$ cat src/hadamard_matrix_element_generator_core_defines.svh
// ----------------------------------------------------------------------------
// hadamard matrix element generator: assertion macros
// clocked property checks, compiled away when SYNTHESIS is set
// ----------------------------------------------------------------------------
`ifndef HADAMARD_MATRIX_ELEMENT_GENERATOR_CORE_DEFINES_SVH
`define HADAMARD_MATRIX_ELEMENT_GENERATOR_CORE_DEFINES_SVH

`ifndef SYNTHESIS
// property checked on every clock edge outside reset
`define HMEG_ASSERT(lbl, clk, rst_n, prop) \
  lbl: assert property (@(posedge clk) disable iff (!rst_n) (prop)) \
    else $error("hmeg assertion failed");
// property checked on every clock edge, reset included
`define HMEG_ASSERT_ALWAYS(lbl, clk, prop) \
  lbl: assert property (@(posedge clk) (prop)) \
    else $error("hmeg assertion failed");
`else
`define HMEG_ASSERT(lbl, clk, rst_n, prop)
`define HMEG_ASSERT_ALWAYS(lbl, clk, prop)
`endif

`endif

$ cat src/hmeg_pkg.sv
// ----------------------------------------------------------------------------
// hmeg_pkg
// types, constants and core tables of the hadamard matrix element generator
// ----------------------------------------------------------------------------
`timescale 1ns / 1ps

package hmeg_pkg;

  // field widths
  localparam int unsigned IDX_W   = 12;
  localparam int unsigned ORDER_W = 13;
  localparam int unsigned QUO_W   = 12;
  localparam int unsigned REM_W   = 5;

  // construction selected by the configured order
  typedef enum logic [1:0] {
    MODE_NONE = 2'd0,
    MODE_POW2 = 2'd1,
    MODE_T20  = 2'd2,
    MODE_T12  = 2'd3
  } mode_e;

  // core sizes
  localparam int unsigned T20_N = 20;
  localparam int unsigned T12_N = 12;
  localparam int unsigned T12_PAD = T20_N - T12_N;
  localparam logic [REM_W-1:0] T20_REM_LIMIT = REM_W'(T20_N);
  localparam logic [REM_W-1:0] T12_REM_LIMIT = REM_W'(T12_N);
  localparam logic [REM_W-1:0] TBL_MSB = REM_W'(T20_N - 1);

  // largest shift tried when matching 20*2^m and 12*2^m
  localparam int unsigned ORDER_SHIFT_MAX = ORDER_W - 1;

  // reciprocal multipliers: x/5 and x/3 for 10-bit x
  localparam int unsigned QX_W        = IDX_W - 2;
  localparam int unsigned RECIP5_W    = 18;
  localparam int unsigned RECIP5_SH   = 10;
  localparam logic [RECIP5_W-1:0] RECIP5 = RECIP5_W'(205);
  localparam int unsigned RECIP3_W    = 20;
  localparam int unsigned RECIP3_SH   = 11;
  localparam logic [RECIP3_W-1:0] RECIP3 = RECIP3_W'(683);

  // element codes
  localparam logic signed [1:0] ELEM_POS  = 2'sb01;
  localparam logic signed [1:0] ELEM_NEG  = 2'sb11;
  localparam logic signed [1:0] ELEM_ZERO = 2'sb00;

  typedef logic [T20_N-1:0] t20_row_t;
  typedef logic [T12_N-1:0] t12_row_t;

  // order-20 core, column 0 in the msb, a set bit is a minus
  localparam t20_row_t T20_ROWS [T20_N] = '{
    20'b0000_0000_0000_0000_0000,
    20'b0110_0111_1010_1000_0110,
    20'b0100_1111_0101_0000_1101,
    20'b0001_1110_1010_0001_1011,
    20'b0011_1101_0100_0011_0110,
    20'b0111_1010_1000_0110_1100,
    20'b0111_0101_0000_1101_1001,
    20'b0110_1010_0001_1011_0011,
    20'b0101_0100_0011_0110_0111,
    20'b0010_1000_0110_1100_1111,
    20'b0101_0000_1101_1001_1110,
    20'b0010_0001_1011_0011_1101,
    20'b0100_0011_0110_0111_1010,
    20'b0000_0110_1100_1111_0101,
    20'b0000_1101_1001_1110_1010,
    20'b0001_1011_0011_1101_0100,
    20'b0011_0110_0111_1010_1000,
    20'b0110_1100_1111_0101_0000,
    20'b0101_1001_1110_1010_0001,
    20'b0011_0011_1101_0100_0011
  };

  // order-12 core, column 0 in the msb, a set bit is a minus
  localparam t12_row_t T12_ROWS [T12_N] = '{
    12'b0000_0000_0000,
    12'b0110_1110_0010,
    12'b0011_0111_0001,
    12'b0101_1011_1000,
    12'b0010_1101_1100,
    12'b0001_0110_1110,
    12'b0000_1011_0111,
    12'b0100_0101_1011,
    12'b0110_0010_1101,
    12'b0111_0001_0110,
    12'b0011_1000_1011,
    12'b0101_1100_0101
  };

endpackage

$ cat src/hadamard_matrix_element_generator_core.sv
// ----------------------------------------------------------------------------
// hadamard_matrix_element_generator_core
// element of a sylvester / core-kronecker hadamard matrix at (row, column)
// ----------------------------------------------------------------------------
// One element per clock at full rate, while the result side does not stall,
// through four register stages (index register, quotient stage, core row read
// and block parity stage, output register).
// A stall on the result side backs up through the stages and reaches the
// input only once all four hold a transfer. The reciprocal multiply for the
// divide by 20 or 12 and the registered read of the core row table set the
// stage split. Orders that are 2^m, 20*2^m or 12*2^m up to MAX_ORDER are
// decoded when the order register is written, so writes must happen while no
// transfer is in flight.
`timescale 1ns / 1ps

`include "hadamard_matrix_element_generator_core_defines.svh"

module hadamard_matrix_element_generator_core #(
  parameter int unsigned MAX_ORDER = 4096
) (
  input  logic                               clk_i,
  input  logic                               rst_ni,
  // order register write
  input  logic                               cfg_valid_i,
  output logic                               cfg_ready_o,
  input  logic [hmeg_pkg::ORDER_W-1:0]       cfg_matrix_order_i,
  // request
  input  logic                               in_valid_i,
  output logic                               in_stall_o,
  input  logic [hmeg_pkg::IDX_W-1:0]         row_index_i,
  input  logic [hmeg_pkg::IDX_W-1:0]         column_index_i,
  // result
  output logic                               out_valid_o,
  input  logic                               out_stall_i,
  output logic signed [1:0]                  element_value_o,
  output logic                               order_supported_o,
  output logic                               index_valid_o
);

  // order register and decoded construction
  logic [hmeg_pkg::ORDER_W-1:0] order_q, order_d;
  hmeg_pkg::mode_e              mode_q, mode_d;

  // stage 1: indices
  logic                         s1_vld_q;
  hmeg_pkg::mode_e              s1_mode_q;
  logic                         s1_idx_q;
  logic [hmeg_pkg::IDX_W-1:0]   s1_row_q, s1_col_q;

  // stage 2: quotients
  logic                         s2_vld_q;
  hmeg_pkg::mode_e              s2_mode_q;
  logic                         s2_idx_q;
  logic [hmeg_pkg::IDX_W-1:0]   s2_row_q, s2_col_q;
  logic [hmeg_pkg::QUO_W-1:0]   s2_rq_q, s2_cq_q;

  // stage 3: core row and parity
  logic                         s3_vld_q;
  hmeg_pkg::mode_e              s3_mode_q;
  logic                         s3_idx_q;
  logic                         s3_par_q;
  logic [hmeg_pkg::REM_W-1:0]   s3_cr_q;
  hmeg_pkg::t20_row_t           s3_row_q;

  // output register
  logic                         out_vld_q;
  logic signed [1:0]            out_elem_q;
  logic                         out_sup_q;
  logic                         out_idx_q;

  // stage enables
  logic out_en, s3_en, s2_en, s1_en;

  // combinational helpers
  logic                         idx_ok;
  logic [hmeg_pkg::QUO_W-1:0]   rq_d, cq_d;
  logic [hmeg_pkg::IDX_W-1:0]   rr_full, cr_full;
  logic [hmeg_pkg::REM_W-1:0]   rr, cr;
  logic                         tbl_neg, neg;

  // --------------------------------------------------------------------------
  // order register, decode of the construction on write
  // --------------------------------------------------------------------------
  assign cfg_ready_o = 1'b1;

  always_comb begin
    logic [31:0] n32;
    logic        is_pow2, is_t20, is_t12, fits;
    n32     = {{(32 - hmeg_pkg::ORDER_W){1'b0}}, cfg_matrix_order_i};
    is_pow2 = (cfg_matrix_order_i != '0) &&
              ((cfg_matrix_order_i & (cfg_matrix_order_i - 1'b1)) == '0);
    is_t20  = 1'b0;
    is_t12  = 1'b0;
    for (int m = 0; m <= int'(hmeg_pkg::ORDER_SHIFT_MAX); m++) begin
      if (n32 == (32'(hmeg_pkg::T20_N) << m)) is_t20 = 1'b1;
      if (n32 == (32'(hmeg_pkg::T12_N) << m)) is_t12 = 1'b1;
    end
    fits = n32 <= 32'(MAX_ORDER);

    order_d = order_q;
    mode_d  = mode_q;
    if (cfg_valid_i && cfg_ready_o) begin
      order_d = cfg_matrix_order_i;
      if (!fits)        mode_d = hmeg_pkg::MODE_NONE;
      else if (is_pow2) mode_d = hmeg_pkg::MODE_POW2;
      else if (is_t20)  mode_d = hmeg_pkg::MODE_T20;
      else if (is_t12)  mode_d = hmeg_pkg::MODE_T12;
      else              mode_d = hmeg_pkg::MODE_NONE;
    end
  end

  always_ff @(posedge clk_i or negedge rst_ni) begin
    if (!rst_ni) begin
      order_q <= hmeg_pkg::ORDER_W'(1);
      mode_q  <= hmeg_pkg::MODE_POW2;
    end else begin
      order_q <= order_d;
      mode_q  <= mode_d;
    end
  end

  // --------------------------------------------------------------------------
  // pipeline flow control
  // --------------------------------------------------------------------------
  assign out_en     = !out_vld_q || !out_stall_i;
  assign s3_en      = !s3_vld_q || out_en;
  assign s2_en      = !s2_vld_q || s3_en;
  assign s1_en      = !s1_vld_q || s2_en;
  assign in_stall_o = !s1_en;

  always_ff @(posedge clk_i or negedge rst_ni) begin
    if (!rst_ni) begin
      s1_vld_q  <= 1'b0;
      s2_vld_q  <= 1'b0;
      s3_vld_q  <= 1'b0;
      out_vld_q <= 1'b0;
    end else begin
      if (s1_en)  s1_vld_q  <= in_valid_i;
      if (s2_en)  s2_vld_q  <= s1_vld_q;
      if (s3_en)  s3_vld_q  <= s2_vld_q;
      if (out_en) out_vld_q <= s3_vld_q;
    end
  end

  // --------------------------------------------------------------------------
  // stage 1: capture indices and range check
  // --------------------------------------------------------------------------
  assign idx_ok = ({1'b0, row_index_i} < order_q) && ({1'b0, column_index_i} < order_q);

  always_ff @(posedge clk_i) begin
    if (s1_en && in_valid_i) begin
      s1_mode_q <= mode_q;
      s1_idx_q  <= idx_ok;
      s1_row_q  <= row_index_i;
      s1_col_q  <= column_index_i;
    end
  end

  // --------------------------------------------------------------------------
  // stage 2: block quotient by reciprocal multiply
  // --------------------------------------------------------------------------
  function automatic logic [hmeg_pkg::QUO_W-1:0] block_quo(
    input hmeg_pkg::mode_e            mode,
    input logic [hmeg_pkg::IDX_W-1:0] idx
  );
    logic [hmeg_pkg::QX_W-1:0]     x;
    logic [hmeg_pkg::RECIP5_W-1:0] p5;
    logic [hmeg_pkg::RECIP3_W-1:0] p3;
    x  = idx[hmeg_pkg::IDX_W-1:2];
    p5 = hmeg_pkg::RECIP5_W'(x) * hmeg_pkg::RECIP5;
    p3 = hmeg_pkg::RECIP3_W'(x) * hmeg_pkg::RECIP3;
    case (mode)
      hmeg_pkg::MODE_T20: block_quo = hmeg_pkg::QUO_W'(p5 >> hmeg_pkg::RECIP5_SH);
      hmeg_pkg::MODE_T12: block_quo = hmeg_pkg::QUO_W'(p3 >> hmeg_pkg::RECIP3_SH);
      default:            block_quo = idx;
    endcase
  endfunction

  assign rq_d = block_quo(s1_mode_q, s1_row_q);
  assign cq_d = block_quo(s1_mode_q, s1_col_q);

  always_ff @(posedge clk_i) begin
    if (s2_en && s1_vld_q) begin
      s2_mode_q <= s1_mode_q;
      s2_idx_q  <= s1_idx_q;
      s2_row_q  <= s1_row_q;
      s2_col_q  <= s1_col_q;
      s2_rq_q   <= rq_d;
      s2_cq_q   <= cq_d;
    end
  end

  // --------------------------------------------------------------------------
  // stage 3: remainders, core row read, block parity
  // --------------------------------------------------------------------------
  function automatic logic [hmeg_pkg::IDX_W-1:0] block_rem(
    input hmeg_pkg::mode_e             mode,
    input logic [hmeg_pkg::IDX_W-1:0]  idx,
    input logic [hmeg_pkg::QUO_W-1:0]  quo
  );
    case (mode)
      hmeg_pkg::MODE_T20: block_rem = idx - ((quo << 4) + (quo << 2));
      hmeg_pkg::MODE_T12: block_rem = idx - ((quo << 3) + (quo << 2));
      default:            block_rem = '0;
    endcase
  endfunction

  assign rr_full = block_rem(s2_mode_q, s2_row_q, s2_rq_q);
  assign cr_full = block_rem(s2_mode_q, s2_col_q, s2_cq_q);
  assign rr      = rr_full[hmeg_pkg::REM_W-1:0];
  assign cr      = cr_full[hmeg_pkg::REM_W-1:0];

  // core table read, registered
  always_ff @(posedge clk_i) begin
    if (s3_en && s2_vld_q) begin
      s3_mode_q <= s2_mode_q;
      s3_idx_q  <= s2_idx_q;
      s3_par_q  <= ^(s2_rq_q & s2_cq_q);
      s3_cr_q   <= cr;
      case (s2_mode_q)
        hmeg_pkg::MODE_T12:
          s3_row_q <= {hmeg_pkg::T12_ROWS[rr[hmeg_pkg::REM_W-2:0]],
                       hmeg_pkg::T12_PAD'(0)};
        hmeg_pkg::MODE_T20:
          s3_row_q <= hmeg_pkg::T20_ROWS[rr];
        default:
          s3_row_q <= '0;
      endcase
    end
  end

  // --------------------------------------------------------------------------
  // output register: sign and flags
  // --------------------------------------------------------------------------
  assign tbl_neg = s3_row_q[hmeg_pkg::TBL_MSB - s3_cr_q];
  assign neg     = s3_par_q ^ tbl_neg;

  always_ff @(posedge clk_i) begin
    if (out_en && s3_vld_q) begin
      out_sup_q <= (s3_mode_q != hmeg_pkg::MODE_NONE);
      out_idx_q <= s3_idx_q;
      if ((s3_mode_q != hmeg_pkg::MODE_NONE) && s3_idx_q) begin
        out_elem_q <= neg ? hmeg_pkg::ELEM_NEG : hmeg_pkg::ELEM_POS;
      end else begin
        out_elem_q <= hmeg_pkg::ELEM_ZERO;
      end
    end
  end

  assign out_valid_o       = out_vld_q;
  assign element_value_o   = out_elem_q;
  assign order_supported_o = out_sup_q;
  assign index_valid_o     = out_idx_q;

  // --------------------------------------------------------------------------
  // assertions
  // --------------------------------------------------------------------------
  // element is zero exactly when the order is unsupported or the index is out
  `HMEG_ASSERT(a_elem_zero, clk_i, rst_ni, out_vld_q |-> ((out_elem_q == hmeg_pkg::ELEM_ZERO) == !(out_sup_q && out_idx_q)))
  // input stalls only with every stage full and the output held
  `HMEG_ASSERT(a_stall_full, clk_i, rst_ni, in_stall_o |-> (s1_vld_q && s2_vld_q && s3_vld_q && out_vld_q && out_stall_i))
  // reciprocal quotient leaves a remainder inside the core
  `HMEG_ASSERT(a_rem_range, clk_i, rst_ni, s3_vld_q |-> ((s3_cr_q < hmeg_pkg::T20_REM_LIMIT) && (s3_mode_q != hmeg_pkg::MODE_T12 || s3_cr_q < hmeg_pkg::T12_REM_LIMIT)))
  // power-of-two decode agrees with the stored order
  `HMEG_ASSERT_ALWAYS(a_pow2_order, clk_i, (mode_q == hmeg_pkg::MODE_POW2) |-> $onehot(order_q))

endmodule
$ cat config.mk
export PLATFORM = sky130hd
export DESIGN_NAME = hadamard_matrix_element_generator_core
export DESIGN_NICKNAME = d
export VERILOG_FILES = /design/src/hmeg_pkg.sv /design/src/hadamard_matrix_element_generator_core.sv
export VERILOG_INCLUDE_DIRS = /design/src /design/src/src
export SDC_FILE = /design/constraint.sdc
export NUM_CORES = 1
export LEC_CHECK = 0
export ABC_AREA = 1
export BUFFER_PORTS_ARGS = -buffer_cell sky130_fd_sc_hd__buf_4
export CORE_ASPECT_RATIO = 1.2
export CORE_MARGIN = 4
export CORE_UTILIZATION = 50
export CTS_CLUSTER_DIAMETER = 50
export DETAILED_ROUTE_END_ITERATION = 6
export GPL_ROUTABILITY_DRIVEN = 0
export PLACE_DENSITY = 0.76
export SYNTH_ARGS = -nofsm -noshare
export SYNTH_HDL_FRONTEND = slang
export SYNTH_SLANG_ARGS = --single-unit
$ cat constraint.sdc
create_clock -name clk_i -period 11.4 [get_ports clk_i]
set_clock_uncertainty 0.05 [all_clocks]
set_input_delay 1.71 -clock clk_i [delete_from_list [all_inputs] [get_ports clk_i]]
set_output_delay 1.71 -clock clk_i [all_outputs]
set_load 0.02 [all_outputs]
# [Word level (Yosys, flattened, before mapping)]
# Memories as Yosys holds them, arrays and structs flattened.
# Cells that the tools add are included.
[classes] n_addsub=10 multipliers=4 magnitude_cmp=6 n_eq_ne=23 mux=35 bitwise=5 n_reduce_logical=21
[op_table] cell="$pmux W12 S2" count=2
[op_table] cell="$mul A10 B10 Y20 const B" count=2
[op_table] cell="$mux W20" count=2
[op_table] cell="$pmux W20 S2" count=1
[op_table] cell="$mul A10 B8 Y18 const B" count=2
[op_table] cell="$eq A13 B10 Y1 const B" count=2
[op_table] cell="$eq A13 B11 Y1 const B" count=2
[op_table] cell="$eq A13 B12 Y1 const B" count=2
[op_table] cell="$eq A13 B13 Y1 const B" count=2
[op_table] cell="$eq A13 B5 Y1 const B" count=2
[op_table] cell="$eq A13 B6 Y1 const B" count=2
[op_table] cell="$eq A13 B7 Y1 const B" count=2
[op_table] cell="$eq A13 B8 Y1 const B" count=2
[op_table] cell="$eq A13 B9 Y1 const B" count=2
[op_table] cell="$lt A12 B13 Y1" count=2
[op_table] cell="$mux W12" count=2
[op_table] cell="$add A5 B5 Y5" count=4
[op_table] cell="$mux W1" count=20
[op_table] cell="$pmux W5 S2" count=2
[op_table] cell="$sub A5 B5 Y5" count=4
[op_table] cell="$and A13 B13 Y13" count=1
[op_table] cell="$eq A13 B4 Y1 const B" count=1
[op_table] cell="$le A13 B13 Y1 const B" count=1
[op_table] cell="$logic_not A13 Y1" count=1
[op_table] cell="other kinds (18)" count=39
[totals] register_bits=116 rom_bits=832 inputBits=42 elab_cells=130 n_memories=2
[mem_list] memory="(no name shown)" depth=32 word_bits=20 read_ports=1 rd_clocked_by_memory_dff=0 wr=0 line="hadamard_matrix_element_generator_core.sv:225" source="s3_row_q <= hmeg_pkg::T20_ROWS[rr];"
[mem_list] memory="(no name shown)" depth=16 word_bits=12 read_ports=1 rd_clocked_by_memory_dff=0 wr=0 line="hadamard_matrix_element_generator_core.sv:222" source="s3_row_q <= {hmeg_pkg::T12_ROWS[rr[hmeg_pkg::REM_W-2:0]],"

# [Longest topological paths before layout]
# Gate-level depths: netlist of the first run.
[logic_depth] word_depth=15 ltp_mapped=19 ltp_nobuf=19

# [Worst setup path before layout of the first run]
# OpenSTA, ideal clock, no wires.
[synth_timing] kind="flip-flop to flip-flop" from="register s1_row_q[5] in the netlist's numbering" to="register s2_rq_q[0] in the netlist's numbering (data pin)" arrival_time_ps=3861 setup_slack_ps=7230 path_stages_with_launch=16 n_path_buf=0 synth_period_minus_slack_ps=4170 cell_sequence="edfxtp_1 > ha_1 > fa_1 > inv_1 > fa_1 > inv_1 > fa_1 > ha_1 > ha_1 > a21oi_1 > inv_1 > a21oi_1 > nand3_1 > or2_2 > nand3_1 > nand3_1"
[synth_between] elab_chain_len=2 word_cells_on_any_way=3 cone_classes="mul (2); mux (1)"
[synth_lines] item="from (decl)" line="hadamard_matrix_element_generator_core.sv:48" source="logic [hmeg_pkg::IDX_W-1:0] s1_row_q, s1_col_q;"
[synth_lines] item="from (signal assigned)" line="hadamard_matrix_element_generator_core.sv:154" source="s1_row_q <= row_index_i;"
[synth_lines] item="$mul A10 B10 Y20 / $mul A10 B8 Y18 (equally long branches)" line="hadamard_matrix_element_generator_core.sv:171, hadamard_matrix_element_generator_core.sv:170"
[synth_lines] item="$pmux W12 S2 (*)" line="hadamard_matrix_element_generator_core.sv:172" source="case (mode)"
[synth_lines] item="net rq_d, one bit" line="hadamard_matrix_element_generator_core.sv:76" source="logic [hmeg_pkg::QUO_W-1:0] rq_d, cq_d;"
[synth_lines] item="to (signal assigned)" line="hadamard_matrix_element_generator_core.sv:188" source="s2_rq_q <= rq_d;"
[synth_lines] item="to (decl)" line="hadamard_matrix_element_generator_core.sv:55" source="logic [hmeg_pkg::QUO_W-1:0] s2_rq_q, s2_cq_q;"
# The timed path passes the listed nets; every way through them passes the cells marked *.
# A chain may end at the register's enable or synchronous reset.

# [Worst setup path after layout of the first run]
[layout_timing] from="register s1_col_q[6] in the netlist's numbering" to="register s2_cq_q[7] in the netlist's numbering (data pin)"
[layout_between] elab_chain_len=2 word_cells_on_any_way=3 cone_classes="mul (2); mux (1)"
[layout_lines] item="from (decl)" line="hadamard_matrix_element_generator_core.sv:48"
[layout_lines] item="from (signal assigned)" line="hadamard_matrix_element_generator_core.sv:155" source="s1_col_q <= column_index_i;"
[layout_lines] item="$mul A10 B10 Y20 / $mul A10 B8 Y18 (equally long branches)" line="hadamard_matrix_element_generator_core.sv:171, hadamard_matrix_element_generator_core.sv:170"
[layout_lines] item="$pmux W12 S2 (*)" line="hadamard_matrix_element_generator_core.sv:172"
[layout_lines] item="net cq_d, one bit" line="hadamard_matrix_element_generator_core.sv:76"
[layout_lines] item="to (signal assigned)" line="hadamard_matrix_element_generator_core.sv:189" source="s2_cq_q <= cq_d;"
[layout_lines] item="to (decl)" line="hadamard_matrix_element_generator_core.sv:55"
# Marks and branches as above.

==> results.tsv, run 1 <==
stage	metric	value	unit
critical_path	worst-path cell chain	ha_1 -> inv_1 -> fa_1 -> fa_1 -> inv_1 -> fa_1 -> ha_1 -> ha_1 -> a21oi_1 -> o21ai_0 -> a21oi_1 -> nand3_1 -> nand3_1 -> nand3_1	
floorplanning	die width	161	µm
floorplanning	IO Pins	49	
final_layout	nets	2238	
critical_path	startpoint types	flop	
final_layout	number of antenna diodes	0	
clock_tree	CTS Hold Bufs	0	
sta	minimum clock period	4.66	ns
sta	final setup fails	0	
synthesis	Syn Nets	2189	
critical_path	Worst Path Required	11.48	ns
synthesis	post-synth top area share	22.7	%
synthesis	most frequent cells after synthesis	nand2_1 (444), inv_1 (353), ha_1 (256)	
critical_path	slowest library cell on the worst path	edfxtp_1	
critical_path	Setup crit end kind	flop	
global_routing	initial antenna violation count	0	
pwr	worst vdd ir	129	µV
synthesis	register area share after synthesis	23.9	%
final_layout	P&R area growth vs syn	9.81	%
clock_tree	clock sink total	115	
floorplanning	full die area	30900	µm²
synthesis	Netlist cell types	43	
pwr	Lkg Pwr	8.30	nW
route	Post-Route WL	33900	µm
synthesis	prevailing post-synth register cell	edfxtp_1	
global_routing	total gr overflow	0	
floorplanning	num rows	67	
synthesis	Async SR Flop Fraction	16.5	%
critical_path	Reg2Reg Setup Slack	6.74	ns
sta	Min Hold Slack	0.376	ns
sta	max-slew violations	0	
synthesis	Post-synth EDFFs	96	
route	drt via density	5.35	
synthesis	cell count after synthesis	1811	
clock_tree	TritonCTS Buffers	17	
floorplanning	chip height	192	µm
sta	Final Hold Vio Count	0	
pwr	Pwr Density	208	nW/µm²
synthesis	#FFs+latches synth	115	
floorplanning	Initial Util	50.6	%
floorplanning	Core Area	27800	µm²
final_layout	fraction of layout cells with a size suffix above 1	5.29	%
synthesis	leading post-synthesis cells by cell area	ha_1 (23%), edfxtp_1 (20%), nand2_1 (12%)	
critical_path	CP peak stage delay	0.56	ns
sta	worst slew pin tran	1.10	ns
synthesis	post-synth top area cell	ha_1	
route	Initial DRC Count	724	
global_routing	vias in the first global route	11967	
clock_tree	Setup Buffers After CTS	0	
global_routing	largest net degree at the start of global routing	38	
global_routing	Total GRT Usage	22.5	%
sta	RSZ-0062 raised after global routing	no	
min_path	Hold Crit Class	reg -> reg	
route	via count	12043	
critical_path	critical path peak fanout	8	
job	Max Cap Viol	0	
sta	Worst slew margin	26.7	%
final_layout	Design Area, Final	15500	µm²
route	number of iterations in the first detailed-routing pass	6	
placement	Final HPWL DP	28100	µm
critical_path	WS Path Type	reg -> reg	
synthesis	synthesized area	14100	µm²
placement	placed inst area	14800	µm²
clock_tree	Root Driver	clkbuf_16	
synthesis	Syn. warnings	0	
sta	TNS Setup	0	ns
sta	Max Freq	0.215	GHz
run_status	status	finished clean	
critical_path	WP data arrival	4.74	ns
route	ANT nets after route	0	
sta	crit share post-route	40.9	%
synthesis	count leader, synth	nand2_1	
route	residual DRC count	0	
global_routing	first-pass GRT wire length	56900	µm
clock_tree	TritonCTS clock tree	yes	
clock_tree	htree depth	4	
placement	port buffer count	47	
clock_tree	post_cts resized	0	
clock_tree	Clk pin slew, worst setup/hold paths	0.06	ns
synthesis	mean area per synthesized cell	7.78	µm²
clock_tree	buffer levels on the longest clock path	2	
clock_tree	worst skew pair latency	0.41	ns
route	DR WL/cell	15.0	µm
## per-stage QoR
stage | power (W) | util [%] | setup WS [ns] | cells
3_5_place_dp | 0.00263 | 53.3 | 6.81 | 2220
2_1_floorplan | 0.00215 | - | 7.23 | 1811
6_report | 0.00322 | 55.6 | 6.74 | 2252
3_3_place_gp | 0.00256 | 53.3 | 6.90 | 2220
5_1_grt | 0.00356 | 55.6 | 6.56 | 2252
4_1_cts | 0.00320 | 55.6 | 6.79 | 2252
## worst paths after layout
kind | from | end | depth (start not counted)
worst max register to register | s1_col_q[6] | s2_cq_q[7] | 14
worst min-delay path | s2_idx_q | s3_idx_q | 0
worst min register to register | s2_idx_q | s3_idx_q | 0
max in group asynchronous | rst_ni | mode_q[0] | 1
min in group asynchronous | rst_ni | order_q[9] | 1
worst max-delay path | s1_col_q[6] | s2_cq_q[7] | 14
## cells by family after synthesis
group / after synthesis / share of synthesized area [%]
xor gates and xnor gates: 27 / 1.68
AOI/OAI and AO/OA: 177 / 6.90
and+or+nand+nor: 777 / 23.2
other: 1 / 0.0266
DFF: 115 / 23.9
buffers and inverters: 378 / 10.2
adders and majority gates: 336 / 34.1
## worst max-delay path, delay by kind of cell, from the launching register on
family                   cells  cell delay (ns)
flip-flops                   1             0.56
buffers and inverters        2             0.14
AO/OA/AOI/OAI                3             0.66
AND/OR/NAND/NOR              3             0.38
adder cells (fa/ha/maj)      6             2.61
## placed cells by master (no fill, tap or decap), drive strengths merged, types with 49 or more instances in the layout
master	instances
nor2	130
edfxtp	96
a21oi	77
ha	256
inv	356
buf	49
nand3	143
o21ai	70
fa	80
nand2	447
## sequential cells by signal (all words and copies together), names as in the netlist, 12 cells and up
register  flops
s2_rq_q      12
s1_row_q     12
s3_row_q     19
s2_cq_q      12
order_q      13
s1_col_q     12
## layout make-up
cell class | count | area (µm²)
clock buffers | 19 | 433
clock inverters | 13 | 183
fillers | 2541 | 12400
inverters | 359 | 1350
multi-input cells | 1318 | 9300
flip-flops and latches | 115 | 3360
well taps | 379 | 474
repair buffers | 49 | 368
## per-layer routing
metal	up-vias	GRT usage, %	share of wire, %
met5	-	0	0
met3	107	4.44	7.1
met4	0	7.68	3.5
met2	482	39.1	48
met1	5500	28.0	42
li1	5954	-	-
## power by group
| part | switching, W | internal, W | leakage, nW |
|---|---|---|---|
| logic | 0.00132 | 0.000755 | 6.85 |
| registers | 0.0000467 | 0.000545 | 1.17 |
| clock network | 0.000194 | 0.000365 | 0.289 |
| total | 0.00156 | 0.00166 | 8.30 |
Note: power is estimated with default switching activity, not from simulation.
==> run 2: changes to the inputs <==
==> constraint.sdc (replaced) <==
create_clock -name clk_i -period 4.3 [get_ports clk_i]
set_clock_uncertainty 0.05 [all_clocks]
set_input_delay 0.645 -clock clk_i [delete_from_list [all_inputs] [get_ports clk_i]]
set_output_delay 0.645 -clock clk_i [all_outputs]
set_load 0.02 [all_outputs]
==> results.tsv, run 2 (synthesis gave the netlist of run 1 again) <==
stage	metric	value	unit	change
sta	Min Hold Slack	0.0676	ns	was 0.376 ns
floorplanning	full die area	30900	µm²	unchanged
sta	Max Freq	0.233	GHz	was 0.215 GHz
final_layout	most flop-heavy register	s3_row_q		unchanged
critical_path	worst-path cell chain	buf_6 -> ha_1 -> inv_1 -> fa_1 -> inv_1 -> ha_1 -> ha_1 -> ha_1 -> ha_4 -> nand2_1 -> inv_1 -> nand3_1 -> nor3_1 -> nand2_1 -> nand2_1 -> nand2_1 -> nand3_1 -> nand3_2		was ha_1 -> inv_1 -> fa_1 -> fa_1 -> inv_1 -> fa_1 -> ha_1 -> ha_1 -> a21oi_1 -> o21ai_0 -> a21oi_1 -> nand3_1 -> nand3_1 -> nand3_1
critical_path	FF-to-FF Start	s1_col_q[8]		was s1_col_q[6]
run_status	violations in the final reports	DRC		
critical_path	Reg2Reg Setup Slack	0.02	ns	was 6.74 ns
critical_path	WP buf/inv	4		was 2
clock_tree	TritonCTS Buffers	17		unchanged
clock_tree	TritonCTS clock tree	yes		unchanged
critical_path	Setup crit end	s2_cq_q[6]		was s2_cq_q[7]
route	ANT nets after route	0		unchanged
final_layout	max reg flops	19		unchanged
clock_tree	buffer levels on the longest clock path	2		unchanged
global_routing	initial antenna violation count	0		unchanged
critical_path	WP data arrival	4.38	ns	was 4.74 ns
final_layout	post-layout util	61.5	%	was 55.6%
pwr	Lkg Pwr	8.85	nW	was 8.30 nW
final_layout	Final Non-Filler Cells	2353		was 2,252
sta	final setup fails	0		unchanged
route	residual DRC count	4		was 0
pwr	worst vdd ir	359	µV	was 129 µV
sta	worst slew pin tran	0.999	ns	was 1.10 ns
critical_path	slowest library cell on the worst path	fa_1		was edfxtp_1
job	Max Cap Viol	0		unchanged
clock_tree	htree depth	4		unchanged
global_routing	Total GRT Usage	23.6	%	was 22.5%
sta	max-slew violations	0		unchanged
route	number of iterations in the first detailed-routing pass	7		was 6
sta	Final Hold Vio Count	0		unchanged
min_path	Hold Crit Class	in -> async		was reg -> reg
critical_path	Worst Path Required	4.40	ns	was 11.48 ns
floorplanning	die width	161	µm	unchanged
pwr	total power	0.0102	W	was 0.00322 W
critical_path	WS Path Type	reg -> reg		unchanged
critical_path	critical path peak fanout	5		was 8
route	Post-Route WL	39300	µm	was 33,900 µm
critical_path	CP peak stage delay	0.55	ns	was 0.56 ns
final_layout	most frequent cells in the layout	nand2_1 (425), inv_1 (350), ha_1 (207)		was nand2_1 (444), inv_1 (353), ha_1 (256)
critical_path	Crit Reg-Reg Endpoint	s2_cq_q[6]		was s2_cq_q[7]
final_layout	number of antenna diodes	0		unchanged
sta	crit share post-route	99.6	%	was 40.9%
route	via count	12892		was 12,043
route	drt via density	5.48		was 5.35
final_layout	Regs by FF count	s3_row_q x19, order_q x13		unchanged
route	DR WL/cell	16.7	µm	was 15.0 µm
placement	port buffer count	47		unchanged
global_routing	vias in the first global route	12607		was 11,967
critical_path	Setup crit end kind	flop		unchanged
final_layout	nets	2339		was 2,238
global_routing	first-pass GRT wire length	59400	µm	was 56,900 µm
critical_path	startpoint types	flop		unchanged
floorplanning	IO Pins	49		unchanged
clock_tree	worst skew pair latency	0.42	ns	was 0.41 ns
final_layout	fraction of layout cells with a size suffix above 1	16.3	%	was 5.29%
clock_tree	Clk pin slew, worst setup/hold paths	0.06	ns	about the same
floorplanning	Initial Util	50.6	%	unchanged
sta	minimum clock period	4.28	ns	was 4.66 ns
final_layout	commonest non-fill, non-tap cell in the layout	nand2_1		unchanged
run_status	status	finished with violations		was finished clean
placement	Final HPWL DP	29300	µm	was 28,100 µm
final_layout	P&R area growth vs syn	21.6	%	was 9.81%
sta	Worst slew margin	33.3	%	was 26.7%
critical_path	WP depth	18		was 14
floorplanning	num rows	67		unchanged
global_routing	total gr overflow	0		unchanged
critical_path	worst r2r path cells	18		was 14
global_routing	largest net degree at the start of global routing	38		unchanged
pwr	Pwr Density	598	nW/µm²	was 208 nW/µm²
floorplanning	Core Area	27800	µm²	unchanged
floorplanning	chip height	192	µm	unchanged
sta	RSZ-0062 raised after global routing	yes		was no
clock_tree	Root Driver	clkbuf_16		unchanged
critical_path	worst setup path startpoint	s1_col_q[8]		was s1_col_q[6]
route	Initial DRC Count	948		was 724
final_layout	FILL cells	2203		was 2,541
placement	Cells after DPL	2282		was 2,220
critical_path	Crit path max-delay family	adder cells		unchanged
clock_tree	clock sink total	115		unchanged
## run 2: cell count changes in the layout (fill, tap and decap cells not counted), sizes merged
| cell | previous run | this run |
|---|---|---|
| buf | 49 | 150 |
| bufinv | 4 | 2 |
| clkbuf | 19 | 17 |
| clkinv | 8 | 10 |
| clkinvlp | 4 | 5 |
| inv | 356 | 357 |
## run 2: worst min-delay path by stage
stage	to	cells past startpoint
after global placement	s3_idx_q	0
after CTS	s1_vld_q	1
after floorplan	mode_q[1]	0
after global routing	out_valid_o	1
final	order_q[9]	1
after detailed placement	s3_idx_q	0
## run 2: timing repair
item	in CTS	in global routing
pin swaps	7	48
hold endpoints to repair	0	0
hold buffers	0	0
cloned	0	0
setup buffers	18	21
gates resized for setup	35	120
endpoints found under the setup margin	14	18
## run 2: cell type report
class,count,area (µm²),share of cell area [%]
tap,379,474,2.77
timing repair buffer,150,1170,6.84
clock inverter,15,160,0.935
sequential,115,3360,19.6
inverter,359,1350,7.87
clock buffer,17,425,2.48
multi-input combinational,1318,10200,59.5
## run 2: power breakdown
part,internal [W],leakage [nW],switching [W]
combinational,0.00299,7.41,0.00432
sequential,0.00144,1.17,0.0000997
clock,0.000855,0.272,0.000532
total,0.00529,8.85,0.00495
## run 2: stage by stage
stage | setup WS, ns | setup TNS, ns | area (µm²)
6_report | 0.0159 | 0 | 17100
5_1_grt | -0.131 | -0.906 | 17100
4_1_cts | -0.0191 | -0.0200 | 16300
3_5_place_dp | -0.259 | -0.790 | 15300
3_3_place_gp | -0.194 | -0.412 | 15300
2_1_floorplan | 0.130 | 0 | 14100
## run 2: routing by layer
layer / wire length [µm] / GRT usage (%) / up-vias
li1: - / - / 6155
met1: 14900 / 28.3 / 5975
met2: 19600 / 42.8 / 601
met3: 2830 / 3.69 / 161
met4: 1950 / 8.73 / 0
met5: 0 / 0 / -
